===== config.mk =====
export PLATFORM = sky130hd
export DESIGN_NAME = mwm_ram
export DESIGN_NICKNAME = d
export VERILOG_FILES = /design/src/sv/mwm_ram.sv
export SDC_FILE = /design/constraint.sdc
export NUM_CORES = 2
export LEC_CHECK = 0
export ABC_AREA = 1
export ABC_CLOCK_PERIOD_IN_PS = 3800
export BUFFER_PORTS_ARGS = -buffer_cell sky130_fd_sc_hd__buf_4
export CELL_PAD_IN_SITES_DETAIL_PLACEMENT = 2
export CELL_PAD_IN_SITES_GLOBAL_PLACEMENT = 2
export CORE_ASPECT_RATIO = 1.2
export CORE_MARGIN = 5
export CORE_UTILIZATION = 48
export DETAILED_ROUTE_END_ITERATION = 12
export MAX_ROUTING_LAYER = met4
export PLACE_DENSITY_LB_ADDON = 0.1
export RECOVER_POWER = 100
export SYNTH_ARGS = -nofsm -noshare
export SYNTH_HDL_FRONTEND = slang
export SYNTH_SLANG_ARGS = --single-unit

===== constraint.sdc =====
create_clock -name i_clk -period 3.8 [get_ports i_clk]
set_input_delay 0.76 -clock i_clk [delete_from_list [all_inputs] [get_ports i_clk]]
set_output_delay 0.76 -clock i_clk [all_outputs]
set_load 0.05 [all_outputs]

===== src/sv/mwm_ram.sv =====
module mwm_ram #(
    parameter int WIDTH = 8,
    parameter int DEPTH = 256
) (
    input  logic                     i_clk,
    input  logic                     i_we,
    input  logic [$clog2(DEPTH)-1:0] i_waddr,
    input  logic [WIDTH-1:0]         i_wdata,
    input  logic [$clog2(DEPTH)-1:0] i_raddr,
    output logic [WIDTH-1:0]         o_rdata
);
    logic [WIDTH-1:0] r_mem [DEPTH];
    logic [WIDTH-1:0] r_rdata;

    always_ff @(posedge i_clk) begin
        if (i_we) begin
            r_mem[i_waddr] <= i_wdata;
        end
        r_rdata <= r_mem[i_raddr];
    end

    assign o_rdata = r_rdata;
endmodule


== Word-level counts from Yosys, hierarchy flattened ==
Memory sizes are Yosys's and may differ from the RTL's. A register that Yosys moved wholly into a read port is not among the register bits.
Index checks and enable logic that the tools add are counted.

* Bits of input ports: 26
* Memories kept: 1
* Memory bits (writable): 2048
* Output and inout bits: 8
* Word-level logic and storage cells: 3
* Flip-flop bits (word level): 0

{| class="wikitable"
|+ Memory list
! memory !! words !! width !! read ports !! clocked after Yosys merged registers in !! wr ports !! line !! source
|-
| r_mem || 256 || 8 || 1 || 1 || 1 || 12 || <nowiki>logic [WIDTH-1:0] r_mem [DEPTH];</nowiki>
|}

* Mux-type cells: 2

{| class="wikitable"
|+ Operator list
! cell !! number
|-
| $mux W1 || 2
|}

== Longest topological paths before layout ==
* Depth after elaboration: 2
* Gate-level depth with buffers: 15
* Gate-level depth less buffers: 11

== Least setup slack after synthesis ==
No wires, ideal clock.

* Path kind: input to register
* From: input port i_we
* To: memory r_mem[162][0], enable pin
* Data required time: 3430 ps
* Library setup time: 370 ps
* Slack: 1549 ps
* Path buffers: 2
* Arrival: 1881 ps
* Cell stages on the path: 4
* Path through: clkbuf_1 > nand3_1 > clkbuf_1 > nor2_1

* Longest elaborated chain between the ends: 2

{| class="wikitable"
|+ RTL lines
! element !! line !! source
|-
| start, declared || 6 || <nowiki>input logic i_we,</nowiki>
|-
| $mux W1 || 16 || <nowiki>if (i_we) begin</nowiki>
|-
| $mux W1 (not written as such) || 17 || <nowiki>r_mem[i_waddr] <= i_wdata;</nowiki>
|-
| end, declared || 12 ||
|}

Every way passes these cells.

== Worst setup path after layout ==
* From: input port i_waddr[1]
* To: memory r_mem[179][3], enable pin

{| class="wikitable"
|+ RTL lines
! element !! line !! source
|-
| start, declared || 7 || <nowiki>input logic [$clog2(DEPTH)-1:0] i_waddr,</nowiki>
|}

Straight into the memory's write port.

==> metrics <==
CP most frequent cell=clkbuf_1; Post-Synth Simple-Gate Area=0.229; measured slew at the worst slew-check pin=3970 ps; unrepaired setup endpoints after global routing=false; Finish-stage setup viols=0; nature of the critical path startpoint=input port; hold depth=3; 1st-pass router iterations=5; fill count=16,400; Synth top cells by count=nand2_1, edfxtp_1, nand3_1, nor2_1, buf_2; ys flop type=edfxtp_1; CP Cell Sequence=clkbuf_1, nand2_1, nor2_1, nand2_1, clkbuf_1, nor2_1, clkbuf_1; global route overflow=0; count of clock tree sinks=around 2,000; Slew Viols, Final=858; number of DRC markers in iteration 0=7,445; WP data arrival=4080 ps; Worst-path clk slew=70 ps; Worst-Skew Late Latency=880 ps; status=complete, but fails checks; most common cell in the netlist=nand2_1; CTS Hold Bufs=0; DR WL/cell=35.5 um; die area=0.182 mm2; Via density=6.50; Syn Inst Count=7,003; CP Max Fanout=14; CTS tree=done; violated checks=capacitance limit, slew limit; post-synthesis sequential area ratio=0.739; Routed Antenna Nets=0; main area contributors after synthesis=edfxtp_1, nand3_1, nand2_1; Setup crit end kind=register; Die Height=467 um; Mean Syn Cell Area=~12 um2; critical path type=input port to register; Max Freq=between 200 and 300 MHz; Worst Hold End=o_rdata[0]; post-synthesis mux area share=0; post-CTS setup buffers=0; final wirelength=344,000 um; Pwr per Cell Area=527 mW/mm2; post-CTS resize count=0; Period minus WS final=around 3600 ps; vias in the first global route=just under 70,000; Die W=391 um; Yosys top cell area share=0.737; Site Rows=~170; Worst VDD drop=0.000445 V; reg-to-reg startpoint=r_mem[69][3]; via count=62,900; initial core utilization=0.483; Total Power=between 0.04 and 0.05 W; Final Hold Vio Count=0; synthesized flop and latch total=around 2,100; Top delay family on crit path=simple AND/OR/NAND/NOR gates; largest family of logic cells by synthesized area=simple AND/OR/NAND/NOR gates; Critical Path RT=4320 ps; Detailed Place HPWL=194,000 um; number of enable flip-flop cells after synthesis=between 2,000 and 2,500; Mapped Area=0.0834 mm2; worst stage delay on the critical path=940 ps; Worst R2R End=o_rdata[3]; worst path bufs/invs=3; Synthesized Nets=7,029; critical path's slowest cell=nand2_1; max_cap viols=20; post-synthesis compound-gate area fraction=0; Layout area overhead=12.5%; first-pass GRT wire length=between 400,000 and 500,000 um; GPL Wtd Cong=about 0.84; largest net degree at the start of global routing=108; GR Util met3=0.0762; Max Buffers Root-to-Sink=3; Total Nets Final=~7,200; global route hottest layer=met2; layout cells sized above 1=0.0664; YS warnings=0; Root Driver=clkbuf_16; post-synthesis xor/xnor area fraction=0; # placed instances=9,282; htree depth=4; DRC=0; Reg2Reg Depth=10; worst hold start=i_raddr[7]; Yosys top cell by area=edfxtp_1; Final Cycle Share=0.938; slack of the worst reg-to-reg path=1550 ps; GRT Overall Usage=0.386; Core Footprint=approximately 0.17 mm2; Rel. slew slack=-1.65; clk_skew=28.8 ps; post-synthesis adder-cell area fraction=0; initial antenna violation count=15; leakage=32.4 nW; Inserted Clock Buffers=205; final std cells w/o fill=about 9,700; number of buffers added on ports=33; met2 usage=0.639; HP Class=input port to register; num ports=34; met1 usage=0.443; async set-or-reset flop fraction in the synthesized netlist=0; Yosys cell types=14
==> worst register-to-register path: stages, from the launching register on <==
cell and delay (ps):
edfxtp_1 370, nand2_1 100, nand3_1 130, nand3_1 170, nand3_1 120, nand3_1 130
nand3_1 270, nand3_1 310, nand2_1 110, nand2_1 290, nand2_1 120
==> cell usage in the layout (no fill, tap or decap), types with 2 or more instances in the layout <==
master      netlist  routed
nor2_1          283     283
nand2_1        2123    2121
inv_1            36      34
edfxtp_1       2048    2048
nand3_1        2019    2019
clkinv_1          0      47
inv_6             0       3
inv_8             0       2
buf_8             1       3
clkbuf_1        112     329
clkbuf_2          0      15
clkinv_2          0      41
diode_2           0      22
buf_4            46     117
buf_12            0      65
dfxtp_1           8       8
clkinvlp_4        0       2
nand2_2           0       2
bufinv_16         0      17
clkbuf_16         0     216
==> flip-flops by register name, indices dropped and copies added (netlist names) <==
name	count
r_mem	2048
o_rdata	8
==> power by group <==
part | internal [W] | switching (W) | total (W)
clock | 0.0115 | 0.00941 | 0.0209
combinational | 0.000747 | 0.00272 | 0.00347
sequential | 0.0250 | 0.0000366 | 0.0250
==> cell families (layout without fill, tap and decap cells) <==
kind of cell           after synthesis  in the layout
AND/OR/NAND/NOR                   4425           4425
flip-flops                        2056           2056
other                                0             22
buffers and inverters              522            898
==> worst max path at each step <==
stage	startpoint	end	cells past startpoint	slack, ps
2_1_floorplan	i_we	r_mem[162][0]	4	1550
3_3_place_gp	i_waddr[4]	r_mem[205][4]	4	-120
3_5_place_dp	i_waddr[4]	r_mem[207][3]	4	-180
4_1_cts	i_waddr[4]	r_mem[207][3]	4	690
5_1_grt	i_raddr[0]	o_rdata[2]	14	290
6_report	i_waddr[1]	r_mem[179][3]	7	240
==> per-stage QoR <==
stage	setup TNS (ps)	utilization	cell area, um2	worst slack, ps	hold WS (ps)
5_1_grt	0	0.543	93800	287	241
2_1_floorplan	0	-	83400	1550	835
4_1_cts	0	0.550	95000	689	204
3_3_place_gp	-1290	0.512	88400	-115	991
3_5_place_dp	-6980	0.512	88400	-177	1020
6_report	0	0.543	93800	236	279
==> layout make-up <==
class,count,area [um2],share of cell area
Clock buffer,267,5610,0.0598
Sequential cell,2056,61700,0.657
Inverter,39,180,0.00192
Antenna cell,22,55.1,0.000587
Multi-Input combinational cell,4425,19100,0.204
Timing Repair Buffer,481,3370,0.0359
Clock inverter,111,950,0.0101
Tap cell,2281,2850,0.0304
==> routing by layer <==
layer | routed length (um) | part of all wire
met1 | 123000 | 0.36
met2 | 173000 | 0.50
met3 | 25800 | 0.075
met4 | 22100 | 0.064
met5 | 0 | 0
(Power assumes the default switching activity.)
